### config.mk
export PLATFORM = sky130hd
export DESIGN_NAME = binary_interval_quantizer_top_flat
export DESIGN_NICKNAME = d
export VERILOG_FILES = /design/src/rtl/biq_pkg.sv /design/src/rtl/biq_interfaces.sv /design/src/rtl/biq_csr.sv /design/src/rtl/biq_step_unit.sv /design/src/rtl/biq_seq.sv /design/src/rtl/binary_interval_quantizer_top.sv /design/src/flat_wrapper.sv
export SDC_FILE = /design/constraint.sdc
export NUM_CORES = 1
export LEC_CHECK = 0
export BUFFER_PORTS_ARGS = -buffer_cell sky130_fd_sc_hd__buf_4
export CAP_MARGIN = 0
export CORE_UTILIZATION = 35
export DETAILED_ROUTE_END_ITERATION = 12
export GPL_TIMING_DRIVEN = 0
export MAX_ROUTING_LAYER = met4
export PLACE_DENSITY_LB_ADDON = 0.12
export SYNTH_ARGS = -nofsm -noshare
export SYNTH_HDL_FRONTEND = slang
export SYNTH_SLANG_ARGS = --single-unit
### constraint.sdc
create_clock -name clock -period 23.7 [get_ports clock]
set_input_delay 2.37 -clock clock [delete_from_list [all_inputs] [get_ports clock]]
set_output_delay 2.37 -clock clock [all_outputs]
set_load 0.02 [all_outputs]
### src/rtl/biq_pkg.sv
// Shared types, codes and constants of the binary interval quantizer.
package biq_pkg;

   // Default sizes handed to the top level parameters.
   localparam int MAX_BITS_DEF    = 32;
   localparam int VALUE_WIDTH_DEF = 32;

   // Fixed field widths.
   localparam int KIND_W    = 2;
   localparam int BITS_W    = 6;
   localparam int SETBIT_W  = 5;
   localparam int STATUS_W  = 2;
   localparam int REG_IDX_W = 2;

   typedef logic [KIND_W-1:0]    kind_type;
   typedef logic [STATUS_W-1:0]  status_type;
   typedef logic [REG_IDX_W-1:0] reg_idx_type;

   // Transaction kinds on the request channel.
   localparam kind_type KIND_ENCODE = 2'd0;
   localparam kind_type KIND_DECODE = 2'd1;
   localparam kind_type KIND_EMPTY  = 2'd2;

   // Result status codes.
   localparam status_type STATUS_OK           = 2'd0;
   localparam status_type STATUS_NOT_FITTED   = 2'd1;
   localparam status_type STATUS_OUT_OF_RANGE = 2'd2;
   localparam status_type STATUS_EMPTY_DECODE = 2'd3;

   // Configuration register indexes.
   localparam reg_idx_type REG_RANGE_LOW   = 2'd0;
   localparam reg_idx_type REG_RANGE_HIGH  = 2'd1;
   localparam reg_idx_type REG_BITS_USED   = 2'd2;
   localparam reg_idx_type REG_RANGE_VALID = 2'd3;

   localparam logic [BITS_W-1:0] BITS_USED_RESET = 6'd8;

   // Sequencer states.
   typedef enum logic [1:0] {
      ST_IDLE,
      ST_CHECK,
      ST_STEP,
      ST_FINISH
   } state_type;

   // Controls of one bisection step.
   typedef struct packed {
      logic use_cmp;   // direction from the sample compare (encode)
      logic mask_bit;  // direction from the decode mask (decode)
   } step_ctrl_type;

endpackage

### src/rtl/biq_interfaces.sv
// Request and response channel interfaces of the binary interval quantizer.
interface biq_req_if #(
   parameter int VALUE_WIDTH = biq_pkg::VALUE_WIDTH_DEF
);
   logic                                valid;
   logic                                ready;
   logic [biq_pkg::KIND_W-1:0]          kind;
   logic signed [VALUE_WIDTH-1:0]       sample;
   logic [biq_pkg::BITS_W-1:0]          bit_index;
   logic                                last;

   modport source (output valid, kind, sample, bit_index, last, input ready);
   modport sink   (input valid, kind, sample, bit_index, last, output ready);
endinterface

interface biq_rsp_if #(
   parameter int VALUE_WIDTH = biq_pkg::VALUE_WIDTH_DEF
);
   logic                                valid;
   logic                                ready;
   logic [biq_pkg::SETBIT_W-1:0]        set_bit;
   logic                                has_bit;
   logic signed [VALUE_WIDTH-1:0]       decoded;
   logic [biq_pkg::STATUS_W-1:0]        status;
   logic                                end_of_run;

   modport source (output valid, set_bit, has_bit, decoded, status, end_of_run,
                   input ready);
   modport sink   (input valid, set_bit, has_bit, decoded, status, end_of_run,
                   output ready);
endinterface

### src/rtl/biq_csr.sv
// Configuration registers of the binary interval quantizer behind an APB-style port.
module biq_csr #(
   parameter int MAX_BITS    = biq_pkg::MAX_BITS_DEF,
   parameter int VALUE_WIDTH = biq_pkg::VALUE_WIDTH_DEF,
   parameter int CSR_DW      = 32,
   parameter int ADDR_LSB    = 2,
   parameter int AW          = 4
) (
   input  logic                        clock,
   input  logic                        reset,
   input  logic                        csr_psel,
   input  logic                        csr_penable,
   input  logic                        csr_pwrite,
   input  logic [AW-1:0]               csr_paddr,
   input  logic [CSR_DW-1:0]           csr_pwdata,
   output logic [CSR_DW-1:0]           csr_prdata,
   output logic                        csr_pready,
   output logic [VALUE_WIDTH-1:0]      range_low,
   output logic [VALUE_WIDTH-1:0]      range_high,
   output logic [biq_pkg::BITS_W-1:0]  steps,
   output logic                        range_valid
);

   logic [VALUE_WIDTH-1:0]      range_low_ff, range_low_in;
   logic [VALUE_WIDTH-1:0]      range_high_ff, range_high_in;
   logic [biq_pkg::BITS_W-1:0]  bits_used_ff, bits_used_in;
   logic                        range_valid_ff, range_valid_in;
   biq_pkg::reg_idx_type        reg_idx;
   logic                        wr_en;

   assign csr_pready = 1'b1;
   assign reg_idx    = csr_paddr[AW-1:ADDR_LSB];
   assign wr_en      = csr_psel && csr_penable && csr_pwrite;

   // Register write decode.
   always_comb begin
      range_low_in   = range_low_ff;
      range_high_in  = range_high_ff;
      bits_used_in   = bits_used_ff;
      range_valid_in = range_valid_ff;
      if (wr_en) begin
         unique case (reg_idx)
            biq_pkg::REG_RANGE_LOW:   range_low_in   = csr_pwdata[VALUE_WIDTH-1:0];
            biq_pkg::REG_RANGE_HIGH:  range_high_in  = csr_pwdata[VALUE_WIDTH-1:0];
            biq_pkg::REG_BITS_USED:   bits_used_in   = csr_pwdata[biq_pkg::BITS_W-1:0];
            biq_pkg::REG_RANGE_VALID: range_valid_in = csr_pwdata[0];
            default: ;
         endcase
      end
   end

   always_ff @(posedge clock) begin
      if (reset) begin
         range_low_ff   <= '0;
         range_high_ff  <= '0;
         bits_used_ff   <= biq_pkg::BITS_USED_RESET;
         range_valid_ff <= 1'b0;
      end else begin
         range_low_ff   <= range_low_in;
         range_high_ff  <= range_high_in;
         bits_used_ff   <= bits_used_in;
         range_valid_ff <= range_valid_in;
      end
   end

   // Read back the raw register contents.
   always_comb begin
      unique case (reg_idx)
         biq_pkg::REG_RANGE_LOW:   csr_prdata = CSR_DW'(range_low_ff);
         biq_pkg::REG_RANGE_HIGH:  csr_prdata = CSR_DW'(range_high_ff);
         biq_pkg::REG_BITS_USED:   csr_prdata = CSR_DW'(bits_used_ff);
         biq_pkg::REG_RANGE_VALID: csr_prdata = CSR_DW'(range_valid_ff);
         default:                  csr_prdata = '0;
      endcase
   end

   // The step count saturates at the number of steps the datapath carries.
   assign steps = (bits_used_ff > biq_pkg::BITS_W'(MAX_BITS)) ?
                  biq_pkg::BITS_W'(MAX_BITS) : bits_used_ff;

   assign range_low   = range_low_ff;
   assign range_high  = range_high_ff;
   assign range_valid = range_valid_ff;

endmodule

### src/rtl/biq_step_unit.sv
// Shared bisection step: halve the half-width, pick a direction and move the centre.
module biq_step_unit #(
   parameter int W = 66
) (
   input  logic                   [W-1:0] acc,
   input  logic                   [W-1:0] half,
   input  logic                   [W-1:0] scaled_sample,
   input  biq_pkg::step_ctrl_type         ctrl,
   output logic                           above,
   output logic                   [W-1:0] acc_next,
   output logic                   [W-1:0] half_next
);

   logic [W-1:0] delta;

   // Halving floors toward minus infinity.
   assign delta = W'($signed(half) >>> 1);

   // Encode compares the sample to the centre; decode takes the mask bit.
   assign above = ctrl.use_cmp ? ($signed(scaled_sample) > $signed(acc)) : ctrl.mask_bit;

   assign acc_next  = above ? (acc + delta) : (acc - delta);
   assign half_next = delta;

endmodule

### src/rtl/biq_seq.sv
// Sequencer of the binary interval quantizer: item control, step loop and result register.
module biq_seq #(
   parameter int MAX_BITS    = biq_pkg::MAX_BITS_DEF,
   parameter int VALUE_WIDTH = biq_pkg::VALUE_WIDTH_DEF
) (
   input  logic                        clock,
   input  logic                        reset,
   biq_req_if.sink                     req,
   biq_rsp_if.source                   rsp,
   input  logic [VALUE_WIDTH-1:0]      range_low,
   input  logic [VALUE_WIDTH-1:0]      range_high,
   input  logic [biq_pkg::BITS_W-1:0]  steps,
   input  logic                        range_valid
);

   // Centre and half-width carry MAX_BITS extra fraction bits plus headroom.
   localparam int W = VALUE_WIDTH + MAX_BITS + 2;

   biq_pkg::state_type            state_ff, state_in;
   logic                          is_dec_ff, is_dec_in;
   logic [VALUE_WIDTH-1:0]        sample_ff, sample_in;
   logic [MAX_BITS-1:0]           mask_ff, mask_in;
   logic [W-1:0]                  acc_ff, acc_in;
   logic [W-1:0]                  half_ff, half_in;
   logic [biq_pkg::BITS_W-1:0]    count_ff, count_in;
   biq_pkg::status_type           status_ff, status_in;
   logic                          pend_valid_ff, pend_valid_in;
   logic [biq_pkg::SETBIT_W-1:0]  pend_bit_ff, pend_bit_in;

   logic                          out_valid_ff, out_valid_in;
   logic [biq_pkg::SETBIT_W-1:0]  out_set_bit_ff, out_set_bit_in;
   logic                          out_has_ff, out_has_in;
   logic [VALUE_WIDTH-1:0]        out_dec_ff, out_dec_in;
   biq_pkg::status_type           out_status_ff, out_status_in;
   logic                          out_end_ff, out_end_in;

   logic                          accept;
   logic                          out_free;
   logic                          out_of_range;
   logic                          last_step;
   logic [VALUE_WIDTH:0]          span_sum, span_diff;
   logic [W-1:0]                  centre_init, half_init, scaled_sample;
   logic [MAX_BITS-1:0]           index_onehot;
   biq_pkg::step_ctrl_type        step_ctrl;
   logic                          step_above;
   logic [W-1:0]                  step_acc, step_half;

   assign req.ready = (state_ff == biq_pkg::ST_IDLE);
   assign accept    = req.valid && req.ready;
   assign out_free  = !out_valid_ff || rsp.ready;
   assign last_step = ((count_ff + 1'b1) == steps);

   // Range check of the sample against the fitted bounds.
   assign out_of_range = ($signed(range_low) > $signed(sample_ff)) ||
                         ($signed(sample_ff) > $signed(range_high));

   // Starting centre and half-width with MAX_BITS fraction bits: bound sum and difference shifted up by MAX_BITS-1.
   assign span_sum  = {range_low[VALUE_WIDTH-1], range_low} +
                      {range_high[VALUE_WIDTH-1], range_high};
   assign span_diff = {range_high[VALUE_WIDTH-1], range_high} -
                      {range_low[VALUE_WIDTH-1], range_low};
   assign centre_init = {{(W-VALUE_WIDTH-1){span_sum[VALUE_WIDTH]}}, span_sum}
                        << (MAX_BITS - 1);
   assign half_init   = {{(W-VALUE_WIDTH-1){span_diff[VALUE_WIDTH]}}, span_diff}
                        << (MAX_BITS - 1);
   assign scaled_sample = {{2{sample_ff[VALUE_WIDTH-1]}}, sample_ff, {MAX_BITS{1'b0}}};

   // One-hot of the incoming decode index and the mask bit of the current step.
   always_comb begin
      index_onehot       = '0;
      step_ctrl.mask_bit = 1'b0;
      for (int i = 0; i < MAX_BITS; i++) begin
         index_onehot[i] = (req.bit_index == biq_pkg::BITS_W'(i));
         if (count_ff == biq_pkg::BITS_W'(i)) begin
            step_ctrl.mask_bit = mask_ff[i];
         end
      end
      step_ctrl.use_cmp = !is_dec_ff;
   end

   biq_step_unit #(
      .W (W)
   ) u_step (
      .acc           (acc_ff),
      .half          (half_ff),
      .scaled_sample (scaled_sample),
      .ctrl          (step_ctrl),
      .above         (step_above),
      .acc_next      (step_acc),
      .half_next     (step_half)
   );

   // Next state.
   always_comb begin
      state_in = state_ff;
      unique case (state_ff)
         biq_pkg::ST_IDLE: begin
            if (accept) begin
               unique case (req.kind)
                  biq_pkg::KIND_ENCODE:
                     state_in = range_valid ? biq_pkg::ST_CHECK : biq_pkg::ST_FINISH;
                  biq_pkg::KIND_DECODE: begin
                     if (req.last) begin
                        state_in = range_valid ? biq_pkg::ST_CHECK : biq_pkg::ST_FINISH;
                     end
                  end
                  biq_pkg::KIND_EMPTY:
                     state_in = biq_pkg::ST_FINISH;
                  default: ;
               endcase
            end
         end
         biq_pkg::ST_CHECK: begin
            if ((!is_dec_ff && out_of_range) || (steps == '0)) begin
               state_in = biq_pkg::ST_FINISH;
            end else begin
               state_in = biq_pkg::ST_STEP;
            end
         end
         biq_pkg::ST_STEP: begin
            if (out_free && last_step) begin
               state_in = biq_pkg::ST_FINISH;
            end
         end
         biq_pkg::ST_FINISH: begin
            if (out_free) begin
               state_in = biq_pkg::ST_IDLE;
            end
         end
         default: state_in = biq_pkg::ST_IDLE;
      endcase
   end

   // Datapath and result register updates.
   always_comb begin
      is_dec_in      = is_dec_ff;
      sample_in      = sample_ff;
      mask_in        = mask_ff;
      acc_in         = acc_ff;
      half_in        = half_ff;
      count_in       = count_ff;
      status_in      = status_ff;
      pend_valid_in  = pend_valid_ff;
      pend_bit_in    = pend_bit_ff;
      out_valid_in   = out_valid_ff && !rsp.ready;
      out_set_bit_in = out_set_bit_ff;
      out_has_in     = out_has_ff;
      out_dec_in     = out_dec_ff;
      out_status_in  = out_status_ff;
      out_end_in     = out_end_ff;

      unique case (state_ff)
         biq_pkg::ST_IDLE: begin
            if (accept) begin
               is_dec_in     = (req.kind != biq_pkg::KIND_ENCODE);
               sample_in     = req.sample;
               pend_valid_in = 1'b0;
               status_in     = range_valid ? biq_pkg::STATUS_OK : biq_pkg::STATUS_NOT_FITTED;
               if (req.kind == biq_pkg::KIND_DECODE) begin
                  mask_in = mask_ff | index_onehot;
               end
               if (req.kind == biq_pkg::KIND_EMPTY && range_valid) begin
                  status_in = biq_pkg::STATUS_EMPTY_DECODE;
               end
            end
         end
         biq_pkg::ST_CHECK: begin
            acc_in   = centre_init;
            half_in  = half_init;
            count_in = '0;
            if (!is_dec_ff && out_of_range) begin
               status_in = biq_pkg::STATUS_OUT_OF_RANGE;
            end
         end
         biq_pkg::ST_STEP: begin
            if (out_free) begin
               acc_in   = step_acc;
               half_in  = step_half;
               count_in = count_ff + 1'b1;
               // A new index pushes the previous one out as a non-final result.
               if (!is_dec_ff && step_above) begin
                  if (pend_valid_ff) begin
                     out_valid_in   = 1'b1;
                     out_set_bit_in = pend_bit_ff;
                     out_has_in     = 1'b1;
                     out_dec_in     = '0;
                     out_status_in  = biq_pkg::STATUS_OK;
                     out_end_in     = 1'b0;
                  end
                  pend_valid_in = 1'b1;
                  pend_bit_in   = count_ff[biq_pkg::SETBIT_W-1:0];
               end
            end
         end
         biq_pkg::ST_FINISH: begin
            if (out_free) begin
               out_valid_in   = 1'b1;
               out_status_in  = status_ff;
               out_end_in     = 1'b1;
               out_set_bit_in = '0;
               out_has_in     = 1'b0;
               out_dec_in     = '0;
               if (is_dec_ff) begin
                  mask_in = '0;
                  if (status_ff == biq_pkg::STATUS_OK) begin
                     out_dec_in = acc_ff[MAX_BITS +: VALUE_WIDTH];
                  end
               end else if (pend_valid_ff && status_ff == biq_pkg::STATUS_OK) begin
                  out_set_bit_in = pend_bit_ff;
                  out_has_in     = 1'b1;
               end
               pend_valid_in = 1'b0;
            end
         end
         default: ;
      endcase
   end

   // Control registers.
   always_ff @(posedge clock) begin
      if (reset) begin
         state_ff      <= biq_pkg::ST_IDLE;
         mask_ff       <= '0;
         pend_valid_ff <= 1'b0;
         out_valid_ff  <= 1'b0;
      end else begin
         state_ff      <= state_in;
         mask_ff       <= mask_in;
         pend_valid_ff <= pend_valid_in;
         out_valid_ff  <= out_valid_in;
      end
   end

   // Payload registers.
   always_ff @(posedge clock) begin
      is_dec_ff      <= is_dec_in;
      sample_ff      <= sample_in;
      acc_ff         <= acc_in;
      half_ff        <= half_in;
      count_ff       <= count_in;
      status_ff      <= status_in;
      pend_bit_ff    <= pend_bit_in;
      out_set_bit_ff <= out_set_bit_in;
      out_has_ff     <= out_has_in;
      out_dec_ff     <= out_dec_in;
      out_status_ff  <= out_status_in;
      out_end_ff     <= out_end_in;
   end

   assign rsp.valid      = out_valid_ff;
   assign rsp.set_bit    = out_set_bit_ff;
   assign rsp.has_bit    = out_has_ff;
   assign rsp.decoded    = out_dec_ff;
   assign rsp.status     = out_status_ff;
   assign rsp.end_of_run = out_end_ff;

endmodule

### src/rtl/binary_interval_quantizer_top.sv
// Top level of the binary interval quantizer: configuration port and sequencer.
//
// Successive-approximation quantizer over a fitted range. An encode
// transaction bisects [range_low, range_high] one step per cycle while the
// output register is free, on a single shared add/subtract-and-compare unit,
// and returns one result per step whose sample lies above the centre (or
// one status result). A decode transaction that ends a list runs the same
// step loop; other decode elements give no result, and empty-list or
// status-only transactions give only a status result. The request side is
// not ready until the current transaction's last result is in the output
// register, which holds one result while the next request is taken.
// Configuration must be written only while idle; the user is bound by this,
// as the block itself leaves it unchecked.
module binary_interval_quantizer_top #(
   parameter int MAX_BITS    = biq_pkg::MAX_BITS_DEF,
   parameter int VALUE_WIDTH = biq_pkg::VALUE_WIDTH_DEF,
   localparam int CSR_DW     = (VALUE_WIDTH > 32) ? 64 : 32,
   localparam int ADDR_LSB   = $clog2(CSR_DW / 8),
   localparam int AW         = ADDR_LSB + biq_pkg::REG_IDX_W
) (
   input  logic               clock,
   input  logic               reset,
   biq_req_if.sink            req,
   biq_rsp_if.source          rsp,
   input  logic               csr_psel,
   input  logic               csr_penable,
   input  logic               csr_pwrite,
   input  logic [AW-1:0]      csr_paddr,
   input  logic [CSR_DW-1:0]  csr_pwdata,
   output logic [CSR_DW-1:0]  csr_prdata,
   output logic               csr_pready
);

   logic [VALUE_WIDTH-1:0]      range_low;
   logic [VALUE_WIDTH-1:0]      range_high;
   logic [biq_pkg::BITS_W-1:0]  steps;
   logic                        range_valid;

   // Configuration registers.
   biq_csr #(
      .MAX_BITS    (MAX_BITS),
      .VALUE_WIDTH (VALUE_WIDTH),
      .CSR_DW      (CSR_DW),
      .ADDR_LSB    (ADDR_LSB),
      .AW          (AW)
   ) u_csr (
      .clock       (clock),
      .reset       (reset),
      .csr_psel    (csr_psel),
      .csr_penable (csr_penable),
      .csr_pwrite  (csr_pwrite),
      .csr_paddr   (csr_paddr),
      .csr_pwdata  (csr_pwdata),
      .csr_prdata  (csr_prdata),
      .csr_pready  (csr_pready),
      .range_low   (range_low),
      .range_high  (range_high),
      .steps       (steps),
      .range_valid (range_valid)
   );

   // Transaction sequencer with the shared step unit.
   biq_seq #(
      .MAX_BITS    (MAX_BITS),
      .VALUE_WIDTH (VALUE_WIDTH)
   ) u_seq (
      .clock       (clock),
      .reset       (reset),
      .req         (req),
      .rsp         (rsp),
      .range_low   (range_low),
      .range_high  (range_high),
      .steps       (steps),
      .range_valid (range_valid)
   );

endmodule
### src/flat_wrapper.sv
// flat-port wrapper written by rule: the top's interface ports become plain ports
module binary_interval_quantizer_top_flat 
#(
   parameter int MAX_BITS    = biq_pkg::MAX_BITS_DEF,
   parameter int VALUE_WIDTH = biq_pkg::VALUE_WIDTH_DEF,
   localparam int CSR_DW     = (VALUE_WIDTH > 32) ? 64 : 32,
   localparam int ADDR_LSB   = $clog2(CSR_DW / 8),
   localparam int AW         = ADDR_LSB + biq_pkg::REG_IDX_W
)
  (clock, reset, csr_psel, csr_penable, csr_pwrite, csr_paddr, csr_pwdata, csr_prdata, csr_pready, req_valid, req_kind, req_sample, req_bit_index, req_last, req_ready, rsp_valid, rsp_set_bit, rsp_has_bit, rsp_decoded, rsp_status, rsp_end_of_run, rsp_ready);
  biq_req_if #(.VALUE_WIDTH(VALUE_WIDTH)) req_i ();
  biq_rsp_if #(.VALUE_WIDTH(VALUE_WIDTH)) rsp_i ();
  input  logic clock;
  input  logic reset;
  input  logic csr_psel;
  input  logic csr_penable;
  input  logic csr_pwrite;
  input  logic [AW-1:0] csr_paddr;
  input  logic [CSR_DW-1:0] csr_pwdata;
  output logic [CSR_DW-1:0] csr_prdata;
  output logic csr_pready;
  input wire logic [$bits(req_i.valid)-1:0] req_valid;
  input wire logic [$bits(req_i.kind)-1:0] req_kind;
  input wire logic [$bits(req_i.sample)-1:0] req_sample;
  input wire logic [$bits(req_i.bit_index)-1:0] req_bit_index;
  input wire logic [$bits(req_i.last)-1:0] req_last;
  output wire logic [$bits(req_i.ready)-1:0] req_ready;
  output wire logic [$bits(rsp_i.valid)-1:0] rsp_valid;
  output wire logic [$bits(rsp_i.set_bit)-1:0] rsp_set_bit;
  output wire logic [$bits(rsp_i.has_bit)-1:0] rsp_has_bit;
  output wire logic [$bits(rsp_i.decoded)-1:0] rsp_decoded;
  output wire logic [$bits(rsp_i.status)-1:0] rsp_status;
  output wire logic [$bits(rsp_i.end_of_run)-1:0] rsp_end_of_run;
  input wire logic [$bits(rsp_i.ready)-1:0] rsp_ready;
  assign req_i.valid = req_valid;
  assign req_i.kind = req_kind;
  assign req_i.sample = req_sample;
  assign req_i.bit_index = req_bit_index;
  assign req_i.last = req_last;
  assign req_ready = req_i.ready;
  assign rsp_valid = rsp_i.valid;
  assign rsp_set_bit = rsp_i.set_bit;
  assign rsp_has_bit = rsp_i.has_bit;
  assign rsp_decoded = rsp_i.decoded;
  assign rsp_status = rsp_i.status;
  assign rsp_end_of_run = rsp_i.end_of_run;
  assign rsp_i.ready = rsp_ready;
  binary_interval_quantizer_top #(.MAX_BITS(MAX_BITS), .VALUE_WIDTH(VALUE_WIDTH)) u_core (.clock(clock), .reset(reset), .req(req_i), .rsp(rsp_i), .csr_psel(csr_psel), .csr_penable(csr_penable), .csr_pwrite(csr_pwrite), .csr_paddr(csr_paddr), .csr_pwdata(csr_pwdata), .csr_prdata(csr_prdata), .csr_pready(csr_pready));
endmodule
==> Yosys cells after proc, flatten, opt, wreduce, memory -nomap -nowiden <==
Index checks and enable logic that the tools add are counted.
{ "word_totals": {"ff_bits": 326, "in_bits": 84, "output_inout_bits": 76, "elab_cells": 256} }
{ "classes": {"add_sub_neg": 5, "magnitude_cmp": 4, "eq_ne": 82, "mux": 101, "bitwise_logic": 2, "n_reduce_logical": 41} }
{ "op_table": {"columns": ["cell", "count"], "rows": [
  ["$mux W32", 10],
  ["$pmux W66 S2", 2],
  ["$eq A6 B5 Y1 const B", 32],
  ["$mux W66", 2],
  ["$pmux W32 S2", 2],
  ["$pmux W32 S4", 1],
  ["$eq A6 B4 Y1 const B", 16],
  ["$add A66 B66 Y66", 1],
  ["$gt A64 B66 Y1", 1],
  ["$sub A66 B66 Y66", 1],
  ["$mux W65", 1],
  ["$gt A32 B32 Y1", 2],
  ["$mux W1", 53],
  ["$eq A6 B3 Y1 const B", 8],
  ["$add A32 B32 Y33", 1],
  ["$sub A32 B32 Y33", 1],
  ["$or A32 B32 Y32", 1],
  ["$mux W5", 6],
  ["$eq A6 B2 Y1 const B", 4],
  ["$mux W2", 12],
  ["$reduce_and A5 Y1", 4],
  ["$logic_not A6 Y1", 3],
  ["$ne A2 B2 Y1 const B", 7],
  ["$reduce_and A2 Y1", 7],
  ["25 further kinds", 57]
]} }

==> Depth between registers and ports, before layout <==
Gate-level depths: netlist (run 1).
{ "logic_depth": {"depth_word": 38, "ltp_mapped": 28, "ltp_nobuf": 23} }

==> By module <==
A second synthesis (run 1) with hierarchy kept.
{ "unflattened": {"cells_unflattened": 2959, "hier_area_um2": 26212.6} }
{ "modules_own_cells": {"columns": ["mod", "instances", "cells_per_inst", "area_each_um2"], "rows": [
  ["biq_seq", 1, 1507, 15189.6],
  ["biq_step_unit", 1, 1095, 7527.2],
  ["biq_csr", 1, 357, 3495.9]
]} }

==> Least setup slack after synthesis (run 1) <==
No wires, ideal clock.
{ "synth_timing": {"path_kind": "input -> register", "from": "in rsp_ready", "to": "reg u_core.u_seq.acc_ff[0], enable pin", "setup_ns": 0.838, "arrival_time_ns": 12.405, "required_time_ns": 22.862, "slack_ns": 10.457, "stages": 3, "n_path_buf": 1, "cell_sequence": "nor2b_1 clkbuf_1 a21boi_0"} }
{ "synth_via": {"elab_chain_cells": 3} }
{ "synth_rtl": {"columns": ["element", "line_no", "source"], "rows": [
  ["start, declared", "flat_wrapper.sv:34", "input wire logic [$bits(rsp_i.ready)-1:0] rsp_ready;"],
  ["$logic_or A1 B1 Y1", "biq_seq.sv:50", "assign out_free = !out_valid_ff || rsp.ready;"],
  ["$ne A2 B2 Y1 (no source line)", null, null],
  ["$reduce_and A2 Y1 (no source line)", null, null],
  ["end signal, assigned", "biq_seq.sv:238", "acc_ff <= acc_in;"],
  ["end, declared", "biq_seq.sv:23", "logic [W-1:0] acc_ff, acc_in;"]
]} }
No other way between the ends.
A chain may end at the register's enable or synchronous reset.

==> Final worst setup path (run 1) <==
{ "layout_timing": {"from": "reg u_core.u_seq.sample_ff[24]", "to": "reg u_core.u_seq.acc_ff[42] (data pin)"} }
{ "layout_via": {"elab_chain_cells": 5} }
{ "layout_rtl": {"columns": ["element", "line_no", "source"], "rows": [
  ["start, declared", "biq_seq.sv:21", "logic [VALUE_WIDTH-1:0] sample_ff, sample_in;"],
  ["start signal, assigned", "biq_seq.sv:237", "sample_ff <= sample_in;"],
  ["$gt A64 B66 Y1", "biq_step_unit.sv:20", "assign above = ctrl.use_cmp ? ($signed(scaled_sample) > $signed(acc)) : ctrl.mask_bit;"],
  ["$mux W1", "biq_step_unit.sv:20", null],
  ["$mux W66", "biq_step_unit.sv:22", "assign acc_next = above ? (acc + delta) : (acc - delta);"],
  ["$mux W66", "biq_seq.sv:176", "if (out_free) begin"],
  ["$pmux W66 S2", "biq_seq.sv:152", "unique case (state_ff)"],
  ["named net u_core.u_seq.acc_in[42]", "biq_seq.sv:23", null]
]} }
The timed path passes the listed nets, and every way through them passes these cells. The select of a mux whose other input is x is not followed.

==> flow_results.org, run 1 <==
** Timing
- The clock period could shrink to 9.23 ns.
- Number of pins with negative max-slew slack in the final report :: 0
- Achievable Freq :: around 0.11 GHz
- Setup violations remaining at the end of the flow were counted as 0.
- Adding up every negative setup slack in the final design gives 0 ns.
- Slew at the pin with the worst max-slew slack :: roughly 1.2 ns
- On the final layout, the worst clock skew is between 0.02 and 0.03 ns.
- Hold Vio Cnt, Final :: 0
- Headroom to the max-slew limit came out at a little under a fifth.
- Setup repair after global routing left no endpoint under its margin.
- Part of the cycle the worst path needs :: 38.9%

** Job
- Max-cap violations in this run came to 0.

** Logic synthesis
- After synthesis, the netlist uses 85 different library cells.
- Synthesis handed over a netlist of between 2000 and 3000 instances.
- Number of flip-flops and latches in the synthesized netlist :: between 300 and 400
- Synth warnings :: 0
- In this run the mean area of a mapped cell was between 8 and 9 um^2.
- Syn nets :: roughly 3000
- Number of enable flip-flop cells after synthesis :: 218
- Dominant synthesized flop cell :: sky130_fd_sc_hd__edfxtp_1
- After synthesis, the share of flip-flops with an asynchronous set or reset is 0%.
- Synth Cell Area :: between 20000 and 25000 um^2
- Sequential elements use 36.8% of the synthesized area.

** Pwr
- Worst vdd rail ir drop :: 0.0000634 V
- Per report_power, the sequential group accounts for a little under a quarter of the total.
- The internal portion of the total power is around 2.2 mW.
- Switching portion of total power :: 47.4%
- For this design the static power due to leakage is about 11 nW.
- For this design the total switching power over the nets is 1.95 mW.
- Combinational power share :: 61.0%
- Clock network fraction of design power :: between 15 and 20%
- Power density normalized to cell area :: 151 nW/um^2

** Clock tree
- Later-pin clock latency in the skew report :: 0.59 ns
- CTS tree :: built
- Total of hold buffers inserted after clock tree synthesis :: 0
- In this run the deepest clock path goes through 3 buffers.
- The tree is rooted in a sky130_fd_sc_hd__clkbuf_16.
- Once the clock tree was built, the setup fixing pass inserted 0 buffers.
- Clk pin slew, worst setup/hold paths :: roughly 0.050 ns
- Buffers inserted during clock tree synthesis total 42.
- Gates resized during post-CTS repair numbered 0.
- Count of H-tree levels built during CTS :: 2
- Clock Sink Count :: 325

** Worst setup path
- Critical Path Source Type :: flip-flop
- Of all nets on the critical path, the largest fanout is 10.
- Setup Crit Path Kind :: reg2reg
- Endpoint type of the worst setup path :: flip-flop
- Critical path arrival :: approximately 9.5 ns
- STA puts the critical path data required time at 24.00 ns.

** Drt
- Once detail routing completed, the nets flagged for antenna violations numbered 0.
- For this run, design rule violations remaining after detail routing come to 0.
- The routed layout has around 21000 vias.
- Drt first-iter violations :: about 1600
- Wires add up to a little over 80000 um.
- Number of search-and-repair iterations in the first detailed-routing pass :: 6
- Wire length per cell :: around 22 um
- After detailed routing, the number of vias per cell comes to between 5 and 6.

** Final layout
- Number of fill cells in the layout :: ~6700
- Fraction of final layout cells sized beyond drive strength 1 :: just over 9%
- Number of nets in the final layout :: between 3000 and 4000
- Relative to the synthesized area, the layout overhead comes to 15.8%.
- Core Util, Final :: between 40% and 50%
- Number of inserted diodes :: 0

** Global route
- The number of antenna violations at the first check in global routing came to 1.
- Global routing finished with a remaining overflow of 0.
- Pin count of the biggest net entering global routing :: 29
- Global-route wire length before repair :: 124000 um
- The via count of the first global-routing pass was between 20000 and 25000.
- Global routing consumed, over all layers together, approximately a quarter of the routing resources.

** Hold path
- Hold/Removal Path Class :: reg2reg

** Placement
- Detailed-placement wirelength estimate :: roughly 67000 um
- RD Place Congestion :: around 0.92
- Input and output buffers added on the ports amount to roughly 150.

** Floorplanning
- Full die area :: about 69000 um^2
- Top-level I/O count :: 160
- Overall die height :: about 260 um
- Measured along the x axis, the die boundary spans around 260 um.
- The total area inside the core boundary comes to roughly 66000 um^2.
- The floorplan has 94 rows.
- The initial utilization of the core area, before any placement, comes to a little over a third.

** Status
- Run status :: finished clean
## synth_stat cells, types with 5 or more instances
master / instances / area share [%]
sky130_fd_sc_hd__a2111oi_0: 7 / 0.26
sky130_fd_sc_hd__a211o_1: 9 / 0.33
sky130_fd_sc_hd__a211oi_1: 20 / 0.64
sky130_fd_sc_hd__a21o_1: 82 / 2.6
sky130_fd_sc_hd__a21oi_1: 273 / 5.8
sky130_fd_sc_hd__a221o_1: 6 / 0.25
sky130_fd_sc_hd__a221oi_1: 6 / 0.22
sky130_fd_sc_hd__a311oi_1: 6 / 0.22
sky130_fd_sc_hd__a31oi_1: 27 / 0.71
sky130_fd_sc_hd__and2_1: 46 / 1.2
sky130_fd_sc_hd__and3_1: 17 / 0.45
sky130_fd_sc_hd__clkbuf_1: 105 / 1.7
sky130_fd_sc_hd__dfxtp_1: 107 / 9.1
sky130_fd_sc_hd__edfxtp_1: 218 / 28
sky130_fd_sc_hd__ha_1: 239 / 13
sky130_fd_sc_hd__inv_1: 206 / 3.3
sky130_fd_sc_hd__mux2i_1: 49 / 2.1
sky130_fd_sc_hd__nand2_1: 275 / 4.4
sky130_fd_sc_hd__nand2b_1: 30 / 0.79
sky130_fd_sc_hd__nand3_1: 25 / 0.53
sky130_fd_sc_hd__nand3b_1: 5 / 0.16
sky130_fd_sc_hd__nand4_1: 34 / 0.90
sky130_fd_sc_hd__nor2_1: 261 / 4.1
sky130_fd_sc_hd__nor2b_1: 38 / 1.0
sky130_fd_sc_hd__nor3_1: 65 / 1.4
sky130_fd_sc_hd__nor3b_1: 7 / 0.22
sky130_fd_sc_hd__nor4_1: 51 / 1.3
sky130_fd_sc_hd__o2111ai_1: 6 / 0.22
sky130_fd_sc_hd__o211ai_1: 8 / 0.25
sky130_fd_sc_hd__o21a_1: 22 / 0.70
sky130_fd_sc_hd__o21ai_0: 112 / 2.4
sky130_fd_sc_hd__o21bai_1: 22 / 0.70
sky130_fd_sc_hd__o311ai_0: 5 / 0.19
sky130_fd_sc_hd__o31ai_1: 18 / 0.57
sky130_fd_sc_hd__o41ai_1: 8 / 0.30
sky130_fd_sc_hd__or2_2: 11 / 0.29
sky130_fd_sc_hd__or3_1: 21 / 0.56
sky130_fd_sc_hd__or4_1: 7 / 0.22
sky130_fd_sc_hd__xnor2_1: 83 / 3.1
sky130_fd_sc_hd__xor2_1: 89 / 3.3
## power by group through the flow
| stage | logic [mW] | clock network, mW | registers, mW |
|---|---|---|---|
| after floorplan | 1.82 | 0 | 0.996 |
| after global placement | 2.40 | 0 | 1.09 |
| after detailed placement | 2.47 | 0 | 0.993 |
| after CTS | 2.49 | 0.641 | 0.983 |
| after global routing | 2.78 | 0.660 | 1.00 |
| final | 2.51 | 0.624 | 0.986 |
## critical path, cell delays in order (launching register included)
cell	delay, ns
sky130_fd_sc_hd__edfxtp_1	0.52
sky130_fd_sc_hd__ha_1	0.37
sky130_fd_sc_hd__nand4_1	0.21
sky130_fd_sc_hd__nor3_1	0.53
sky130_fd_sc_hd__nand4_1	0.39
sky130_fd_sc_hd__or4_1	0.57
sky130_fd_sc_hd__o221ai_1	0.18
sky130_fd_sc_hd__a31oi_1	0.17
sky130_fd_sc_hd__or2_2	0.38
sky130_fd_sc_hd__clkbuf_1	0.20
sky130_fd_sc_hd__inv_2	0.18
sky130_fd_sc_hd__clkbuf_1	0.76
sky130_fd_sc_hd__o21ai_0	0.35
sky130_fd_sc_hd__fa_1	0.53
sky130_fd_sc_hd__a211o_1	0.34
sky130_fd_sc_hd__a2111oi_0	0.67
sky130_fd_sc_hd__nand4b_1	0.32
sky130_fd_sc_hd__a311oi_1	0.23
sky130_fd_sc_hd__a311oi_1	0.84
sky130_fd_sc_hd__o21ai_1	0.26
sky130_fd_sc_hd__a2111o_1	0.47
sky130_fd_sc_hd__nand2_1	0.14
sky130_fd_sc_hd__xor2_1	0.18
sky130_fd_sc_hd__a21oi_1	0.09
## layer usage
metal | wire [um] | part of all wire, % | GRT usage (%)
met1 | 38700 | 47 | 33.2
met2 | 38400 | 46 | 39.7
met3 | 3670 | 4.4 | 2.21
met4 | 1780 | 2.2 | 5.73
met5 | 0 | 0 | -
## sequential cells by signal, indices dropped and copies added (netlist names), 5 cells and up
name	count
u_core.u_csr.bits_used_ff	6
u_core.u_csr.range_high	32
u_core.u_csr.range_low	32
u_core.u_seq.acc_ff	66
u_core.u_seq.count_ff	6
u_core.u_seq.half_ff	65
u_core.u_seq.mask_ff	32
u_core.u_seq.pend_bit_ff	5
u_core.u_seq.rsp.decoded	32
u_core.u_seq.rsp.set_bit	5
u_core.u_seq.sample_ff	32
## through the flow
stage          hold WS, ns  instance area, um^2  setup WS, ns  cells  power [mW]
2_1_floorplan        0.428                23600         10.46   2708        2.82
3_3_place_gp         0.452                25900          4.66   3724        3.49
3_5_place_dp         0.459                26000         14.61   3731        3.46
4_1_cts              0.482                27400         14.52   3805        4.11
5_1_grt              0.496                27400         14.16   3805        4.45
6_report             0.476                27400         14.47   3805        4.12
## path summary, 6_finish.rpt
kind                                        startpoint                              endpoint  slack (ns)  cells after the start
hold / removal    u_core.u_seq.mask_ff[8]$_SDFFE_PP0P_  u_core.u_seq.mask_ff[8]$_SDFFE_PP0P_        0.48                      2
setup reg to reg  u_core.u_seq.sample_ff[24]$_DFFE_PP_     u_core.u_seq.acc_ff[42]$_DFFE_PP_       14.47                     23
setup / recovery  u_core.u_seq.sample_ff[24]$_DFFE_PP_     u_core.u_seq.acc_ff[42]$_DFFE_PP_       14.47                     23
hold reg to reg   u_core.u_seq.mask_ff[8]$_SDFFE_PP0P_  u_core.u_seq.mask_ff[8]$_SDFFE_PP0P_        0.48                      2
## layout make-up
class / instances / area, um^2 / share of cell area, %
clock inverters: 19 / 141 / 0.516
well taps: 864 / 1080 / 3.95
plain buffers: 108 / 409 / 1.49
inverters: 208 / 781 / 2.85
clock buffers: 55 / 1190 / 4.36
multi-input cells: 2067 / 13800 / 50.4
repair buffers: 159 / 1300 / 4.73
flip-flops and latches: 325 / 8690 / 31.7
## cells in the final DEF, fill, tap and decap left out, types with 107 or more instances in the layout
cell | netlist | routed
sky130_fd_sc_hd__nor2_1 | 261 | 260
sky130_fd_sc_hd__dfxtp_1 | 107 | 107
sky130_fd_sc_hd__edfxtp_1 | 218 | 218
sky130_fd_sc_hd__clkbuf_1 | 105 | 108
sky130_fd_sc_hd__o21ai_0 | 112 | 112
sky130_fd_sc_hd__nand2_1 | 275 | 275
sky130_fd_sc_hd__a21oi_1 | 273 | 273
sky130_fd_sc_hd__inv_1 | 206 | 206
sky130_fd_sc_hd__buf_4 | 1 | 153
sky130_fd_sc_hd__ha_1 | 239 | 239
## cell families (layout without fill, tap and decap cells)
family | after synthesis | after routing | share of synthesized area [%]
other | 1 | 1 | 0.0159
flip-flops | 325 | 325 | 36.8
adder cells (fa/ha/maj) | 242 | 242 | 12.9
XOR/XNOR | 172 | 172 | 6.37
buffers and inverters | 316 | 549 | 5.03
multiplexers | 54 | 54 | 2.36
AND/OR/NAND/NOR | 913 | 913 | 18.5
AO/OA/AOI/OAI | 685 | 685 | 18.1
Note: power is estimated with default switching activity, not from simulation.
==> run 2, diff against run 1 <==
clock period = 8.3 ns   (was 23.7 ns; I/O delays follow)
==> flow_results.org, run 2 (same netlist as run 1, synthesis figures left out) <==
** Timing
- The final hold violation count came to 0 (unchanged).
- The count of pins over their slew limit came to 0 (unchanged).
- Setup clock skew after layout :: 0.0211 ns (-0.00497 ns)
- Minimum setup slack in the final design :: 0.479 ns (-14.00 ns)
- RSZ-0062 raised after global routing :: no
- Part of the cycle the worst path needs :: 94.2% (+55 points)
- Achievable Freq :: 0.128 GHz (+18%)
- Max-slew headroom :: 14.0% (-5.1 points)
- Final count of negative-setup-slack endpoints :: 0 (unchanged)
- Slew at the pin with the worst max-slew slack :: 1.26 ns (+0.0472 ns)
- Time the worst path needs with I/O delays and setup :: 7.82 ns (-1.40 ns)

** Clock tree
- Cell chosen for the clock root :: sky130_fd_sc_hd__clkbuf_16
- Inserted Clock Buffers :: 43 (+2.4%)
- Count of H-tree levels built during CTS :: 2 (unchanged)
- The clock transition at the registers of the reported paths is 0.06 ns (about the same).
- The insertion delay to the later sink of the worst-skew pair came to 0.59 ns (about the same).
- TritonCTS built the clock tree.
- The maximum root-to-sink buffer count is 3 (unchanged).
- Clock Sink Count :: 325 (unchanged)
- Setup repair bufs after CTS :: 0 (unchanged)

** Hold path
- Worst hold path stage count :: 1 (-1)
- The min-delay analysis places its worst path in the category in2reg.
- Destination of the worst hold path :: u_core.u_seq.sample_ff[12]$_DFFE_PP_
- The startpoint identified for the worst hold timing path is req_sample[12].

** Placement
- Count of buffers from port buffering :: 152 (unchanged)
- RD Place Congestion :: 0.921 (+0.49%)
- The pre-CTS worst setup slack came to -0.811 ns (-15.42 ns).
- Detailed-placement wirelength estimate :: 67000 um (+0.51%)

** Floorplanning
- Number of placement rows :: 94 (unchanged)
- The starting density of the core is 35.6% (unchanged).
- The area enclosed by the die boundary was 68600 um^2 (unchanged).
- Placeable core region :: 66300 um^2 (unchanged)
- The x dimension of the die was 262 um (unchanged).
- The total I/O pin count is 160 (unchanged).
- Overall die height :: 262 um (unchanged)

** Global route
- Overflow left after global routing :: 0 (unchanged)
- Pin count of the biggest net entering global routing :: 29 (unchanged)
- The number of antenna violations at the first check in global routing is 0 (-1).
- GRT Overall Usage :: 24.8% (+0.20 points)
- The via count of the first global-routing pass was 19925 (-2.2%).
- The first-pass GRT wire length was 124000 um (+0.28%).

** Final layout
- P&R area growth vs syn :: 16.4%
- Storage element area :: 8690 um^2 (unchanged)
- Biggest regs :: u_core.u_seq.acc_ff: 66 flops, u_core.u_seq.half_ff: 65 flops
- In the layout the commonest cells are sky130_fd_sc_hd__nand2_1, sky130_fd_sc_hd__a21oi_1, sky130_fd_sc_hd__nor2_1.
- The final antenna diode count is 0 (unchanged).
- Leaving out fill and tap cells, the most frequent cell in the layout is sky130_fd_sc_hd__nand2_1.
- The flip-flop count of the largest register after layout came to 66 (unchanged).
- Counting flops per register, the top entry is u_core.u_seq.acc_ff.
- Number of fill cells in the layout :: 6645 (-0.75%)
- The number of nets at the end of the flow is 3239 (+0.062%).
- The area of combinational cells with multiple inputs is 13800 um^2 (about the same).
- The ratio of cells with drive above 1 in the final layout came to 9.13% (+0.018 points).

** Pwr
- Leakage :: 11.2 nW (+0.55%)
- Worst vdd rail ir drop :: 0.000231 V (+260%)
- Power density normalized to cell area :: 436 nW/um^2 (+190%)
- The total power of the final layout is 12.0 mW (+190%).

** Drt
- Post-DRT Antenna Nets :: 0 (unchanged)
- Number of search-and-repair iterations in the first detailed-routing pass :: 5 (-1)
- Total Routed Length :: 83200 um (+0.80%)
- Avg Vias per Cell :: 5.45 (-0.34%)
- The detailed-route wire length per cell came to 21.8 um (+0.67%).
- The remaining design rule violation count is 0 (unchanged).
- Drt first-iter violations :: 1459 (-8.6%)
- Via count :: 20750 (-0.21%)

** Worst setup path
- Required time at the endpoint of the critical path :: 8.59 ns (-15.41 ns)
- Startpoint of the most critical register-to-register path :: u_core.u_seq.sample_ff[25]$_DFFE_PP_
- The critical path data arrival time is 8.11 ns (-1.41 ns).
- Depth of the most critical reg-to-reg path :: 23 (unchanged)
- Critical Path Source Type :: flip-flop
- Setup Crit Path Kind :: reg2reg
- Reg2reg setup slack :: 0.48 ns (-14.00 ns)
- Capturing point of the worst reg2reg path :: u_core.u_seq.acc_ff[61]$_DFFE_PP_
- Endpoint type of the worst setup path :: flip-flop
- The highest net fanout along the worst path came to 10 (unchanged).

** Job
- The max capacitance violation total was 0 (unchanged).

** Status
- The flow ran to the end, and the final reports show no timing, DRC or antenna violations.
run 2: cell count changes in the layout (fill, tap and decap cells not counted), moves of 4 or more:
cell,before,now
sky130_fd_sc_hd__bufinv_16,0,6
sky130_fd_sc_hd__clkbuf_2,0,5
sky130_fd_sc_hd__clkbuf_8,9,2
sky130_fd_sc_hd__clkinv_1,4,8
sky130_fd_sc_hd__clkinv_2,10,3
sky130_fd_sc_hd__inv_6,0,4
run 2: layer usage:
metal | routed length, um | part of all wire, % | GRT usage [%]
met2 | 37900 | 46 | 38.9
met4 | 1470 | 1.8 | 5.46
met1 | 40200 | 48 | 34.7
met5 | 0 | 0 | -
met3 | 3600 | 4.3 | 1.92
run 2: layout make-up:
cell class                 count  area share, %
buffer                       107           1.50
clock buffer                  57           4.25
clock inverter                21          0.964
inverter                     208           2.84
multi-input combinational   2067           50.1
sequential                   325           31.6
tap                          864           3.93
timing repair buffer         161           4.83
run 2: worst max-delay path, stage by stage, from the launching register on:
cell                        delay [ns]
sky130_fd_sc_hd__edfxtp_1         0.51
sky130_fd_sc_hd__ha_1             0.36
sky130_fd_sc_hd__nand4_1          0.21
sky130_fd_sc_hd__nor3_2           0.42
sky130_fd_sc_hd__nand4_1          0.33
sky130_fd_sc_hd__or4_1            0.54
sky130_fd_sc_hd__o221ai_1         0.18
sky130_fd_sc_hd__a31oi_1          0.16
sky130_fd_sc_hd__or2_2            0.39
sky130_fd_sc_hd__clkbuf_1         0.19
sky130_fd_sc_hd__clkbuf_2         0.32
sky130_fd_sc_hd__nor2_1           0.21
sky130_fd_sc_hd__xor2_1           0.21
sky130_fd_sc_hd__ha_1             0.32
sky130_fd_sc_hd__and3_1           0.24
sky130_fd_sc_hd__a221oi_1         0.49
sky130_fd_sc_hd__nand3_1          0.25
sky130_fd_sc_hd__a221o_1          0.48
sky130_fd_sc_hd__o2111ai_1        0.48
sky130_fd_sc_hd__a21oi_1          0.23
sky130_fd_sc_hd__o21ai_0          0.39
sky130_fd_sc_hd__a21oi_1          0.15
sky130_fd_sc_hd__xnor2_1          0.26
sky130_fd_sc_hd__o221ai_1         0.16
run 2: stage by stage:
step                hold WS (ns)  TNS [ns]  std cells  area [um^2]  util [%]
floorplan                  0.428         0       2708        23600         -
global placement           0.447   -604.66       3724        25900      39.0
detailed placement         0.449     -5.68       3733        26100      39.3
CTS                        0.378         0       3810        27500      41.5
global route               0.403         0       3810        27500      41.5
finish                     0.415         0       3810        27500      41.5
run 2: timing repair:
action,in CTS,in global routing
setup endpoints to repair,15,23
resized for setup,2,12
hold buffers,0,0
run 2: where the power goes:
group	switching [mW]	internal (mW)	leakage, nW
Clock	0.762	1.18	0.699
Combinational	4.43	2.81	7.53
Sequential	0.419	2.39	2.94
run 2: how the worst max path moves through the flow:
stage	from	to	slack [ns]	depth (start not counted)
global placement	u_core.u_seq.state_ff[0]$_SDFFE_PP0P_	u_core.u_seq.acc_ff[31]$_DFFE_PP_	-4.33	6
CTS	u_core.u_seq.count_ff[0]$_SDFFCE_PN0P_	u_core.u_seq.acc_ff[42]$_DFFE_PP_	0.04	26
floorplan	rsp_ready	u_core.u_seq.acc_ff[0]$_SDFFCE_PN0P_	0.18	3
global route	u_core.u_seq.count_ff[0]$_SDFFCE_PN0P_	u_core.u_seq.acc_ff[61]$_DFFE_PP_	0.07	26
finish	u_core.u_seq.sample_ff[25]$_DFFE_PP_	u_core.u_seq.acc_ff[61]$_DFFE_PP_	0.48	23
detailed placement	u_core.u_seq.sample_ff[25]$_DFFE_PP_	u_core.u_seq.acc_ff[42]$_DFFE_PP_	-0.81	23
==> run 3, diff against run 2 <==
CORE_UTILIZATION = 45   (was 35)
==> flow_results.org, run 3 (same netlist as run 1, synthesis figures left out) <==
** Timing
- Part of the cycle the worst path needs :: 95.5% (+1.2 points)
- Max-slew headroom :: 17.4% (+3.4 points)
- The final critical path time including I/O delays and setup came to 7.92 ns (+0.102 ns).
- Setup clock skew after layout :: 0.0249 ns (+0.00388 ns)
- The timing-limited maximum frequency is 0.126 GHz (-1.3%).
- Slew at the pin with the worst max-slew slack :: 1.24 ns (-0.0219 ns)
- Final count of negative-setup-slack endpoints :: 0 (unchanged)
- The worst-case setup margin in the final layout is 0.376 ns (-0.102 ns).
- The count of pins over their slew limit is 0 (unchanged).
- The final hold violation count came to 0 (unchanged).
- The final hold slack was 0.422 ns (+0.00665 ns).
- RSZ-0062 raised after global routing :: no

** Final layout
- The area growth from synthesis to layout is 15.1%.
- Biggest regs :: u_core.u_seq.acc_ff: 66 flops, u_core.u_seq.half_ff: 65 flops
- The library cells used most frequently in the layout, excluding fill and tap cells, are sky130_fd_sc_hd__nand2_1, sky130_fd_sc_hd__a21oi_1, sky130_fd_sc_hd__nor2_1.
- Storage element area :: 8690 um^2 (unchanged)
- The fill cell total of the finished layout is 4869 (-27%).
- Number of inserted diodes :: 0 (unchanged)
- Multi-input combinational cell area :: 13800 um^2 (about the same)
- Fraction of final layout cells sized beyond drive strength 1 :: 9.28% (+0.15 points)
- The number of nets at the end of the flow was 3236 (-0.093%).
- Most common cell after layout, fill and taps aside :: sky130_fd_sc_hd__nand2_1
- Ranked by flip-flop count, first place goes to u_core.u_seq.acc_ff.
- Flip-flop count of the largest register, all copies and words added :: 66 (unchanged)

** Global route
- Global-route wire length before repair :: 120000 um (-3.4%)
- The aggregate global routing overflow was 0 (unchanged).
- GRT Overall Usage :: 30.2% (+5.5 points)
- Vias in the first global route :: 20451 (+2.6%)
- Antenna violations before repair :: 0 (unchanged)
- Pin count of the biggest net entering global routing :: 34 (+17%)

** Drt
- Total Routed Length :: 79200 um (-4.9%)
- Avg Vias per Cell :: 5.80 (+6.6%)
- Wire length per cell :: 21.9 um (about the same)
- Drt first-iter violations :: 1961 (+34%)
- Drc violations :: 0 (unchanged)
- Number of search-and-repair iterations in the first detailed-routing pass :: 5 (unchanged)
- The via total after detailed routing is 21023 (+1.3%).
- Post-DRT Antenna Nets :: 0 (unchanged)

** Worst setup path
- Worst-path cell with the longest stage delay :: sky130_fd_sc_hd__clkbuf_1
- Depth of the most critical reg-to-reg path :: 26 (+13%)
- Most prevalent standard cell on the critical path :: sky130_fd_sc_hd__clkbuf_1
- The largest incremental delay on the critical path is 0.67 ns (+0.13 ns).
- The worst setup path is of the reg2reg kind.
- The number of cells on the critical path came to 26 (+13%).
- Critical Path Source Type :: flip-flop
- The critical path data arrival time came to 8.20 ns (+0.09 ns).
- STA classifies the critical path endpoint as a flip-flop.
- The kind of cell with the highest combined delay along the critical path is compound AO/OA/AOI/OAI gates.
- Largest fanout on the critical path :: 10 (unchanged)
- WP buf/inv :: 5 (+3)
- Required time at the endpoint of the critical path :: 8.57 ns (-0.02 ns)

** Pwr
- The sequential share of power was 23.6% (+0.2 points).
- Switching portion of total power :: 47.2% (+0.45 points)
- Net switching power figure :: 5.61 mW (about the same)
- The part of the total power dissipated in the clock network came to 15.6% (-0.6 points).
- Combinational power share :: 60.8% (+0.4 points)
- Cell-internal power :: 6.27 mW (-1.8%)
- Worst vdd rail ir drop :: 0.000245 V (+6.1%)
- The power density over the cells is 437 nW/um^2 (+0.25%).
- Leakage :: 11.1 nW (-0.51%)
- Total power after layout :: 11.9 mW (-0.91%)

** Floorplanning
- The die outline height is 231 um (-12%).
- The area of the placeable core was 51600 um^2 (-22%).
- Width of the chip :: 231 um (-12%)
- Full die area :: 53500 um^2 (-22%)
- The starting density of the core came to 45.8% (+10 points).
- Number of placement rows :: 83 (-12%)
- Top-level I/O count :: 160 (unchanged)

** Job
- The max capacitance violation total is 0 (unchanged).

** Clock tree
- The tree is rooted in a sky130_fd_sc_hd__clkbuf_16.
- The TritonCTS sink count was 325 (unchanged).
- Count of H-tree levels built during CTS :: 2 (unchanged)
- The maximum root-to-sink buffer count was 3 (unchanged).
- The number of buffers created by CTS came to 41 (-4.7%).
- CTS tree :: built
- Clk pin slew, worst setup/hold paths :: 0.06 ns (about the same)
- The insertion delay to the later sink of the worst-skew pair is 0.58 ns (about the same).

** Placement
- The number of buffers added on ports is 152 (unchanged).
- The global placement routability congestion is 0.970 (+5.4%).
- The HPWL after detailed placement was 63100 um (-5.8%).
- Placement-stage worst setup slack :: -0.345 ns (+0.466 ns)

** Hold path
- The min-delay analysis places its worst path in the category in2reg.
- Worst hold path stage count :: 1 (unchanged)

** Status
- The flow ran to the end, and the final reports show no timing, DRC or antenna violations.
[run 3: stage by stage]
stage | area (um^2) | setup TNS [ns] | utilization [%] | instances
final | 27200 | 0 | 52.7 | 3622
after global routing | 27200 | 0 | 52.7 | 3622
after CTS | 27200 | 0 | 52.7 | 3622
after detailed placement | 25800 | -0.926 | 50.0 | 3548
after global placement | 25600 | -543.92 | 49.7 | 3540
after floorplan | 23600 | 0 | - | 2708
[run 3: path summary, 6_finish.rpt]
check	startpoint	end	slack, ns
worst max-delay path	u_core.u_seq.count_ff[0]$_SDFFCE_PN0P_	u_core.u_seq.acc_ff[42]$_DFFE_PP_	0.38
worst min-delay path	req_sample[1]	u_core.u_seq.sample_ff[1]$_DFFE_PP_	0.42
worst max register to register	u_core.u_seq.count_ff[0]$_SDFFCE_PN0P_	u_core.u_seq.acc_ff[42]$_DFFE_PP_	0.38
worst min register to register	u_core.u_seq.mask_ff[6]$_SDFFE_PP0P_	u_core.u_seq.mask_ff[6]$_SDFFE_PP0P_	0.47
[run 3: cell type report]
type | count | area share [%]
Buffer | 107 | 1.50
Clock buffer | 45 | 3.98
Clock inverter | 30 | 1.09
Inverter | 208 | 2.87
Multi-Input combinational cell | 2067 | 50.7
Sequential cell | 325 | 31.9
Tap cell | 680 | 3.13
Timing Repair Buffer | 160 | 4.81
[run 3: power by group through the flow]
stage | combinational, mW | sequential (mW) | clock [mW]
after floorplan | 5.20 | 2.78 | 0
after global placement | 6.68 | 2.90 | 0
after detailed placement | 7.06 | 2.82 | 0
after CTS | 7.11 | 2.79 | 1.88
after global routing | 7.95 | 2.85 | 1.94
final | 7.22 | 2.81 | 1.85
[run 3: what timing repair did]
item	in CTS	in global routing
pin swaps	0	0
gates resized for setup	0	9
hold buffers	0	0
setup endpoints to repair	6	11
buffers inserted	0	0
[run 3: layer usage]
layer | global-route usage, % | up-vias | part of all wire, %
li1 | - | 10102 | -
met1 | 41.5 | 10069 | 47
met2 | 46.8 | 714 | 44
met3 | 3.08 | 138 | 6.1
met4 | 9.56 | 0 | 3.0
met5 | - | - | 0
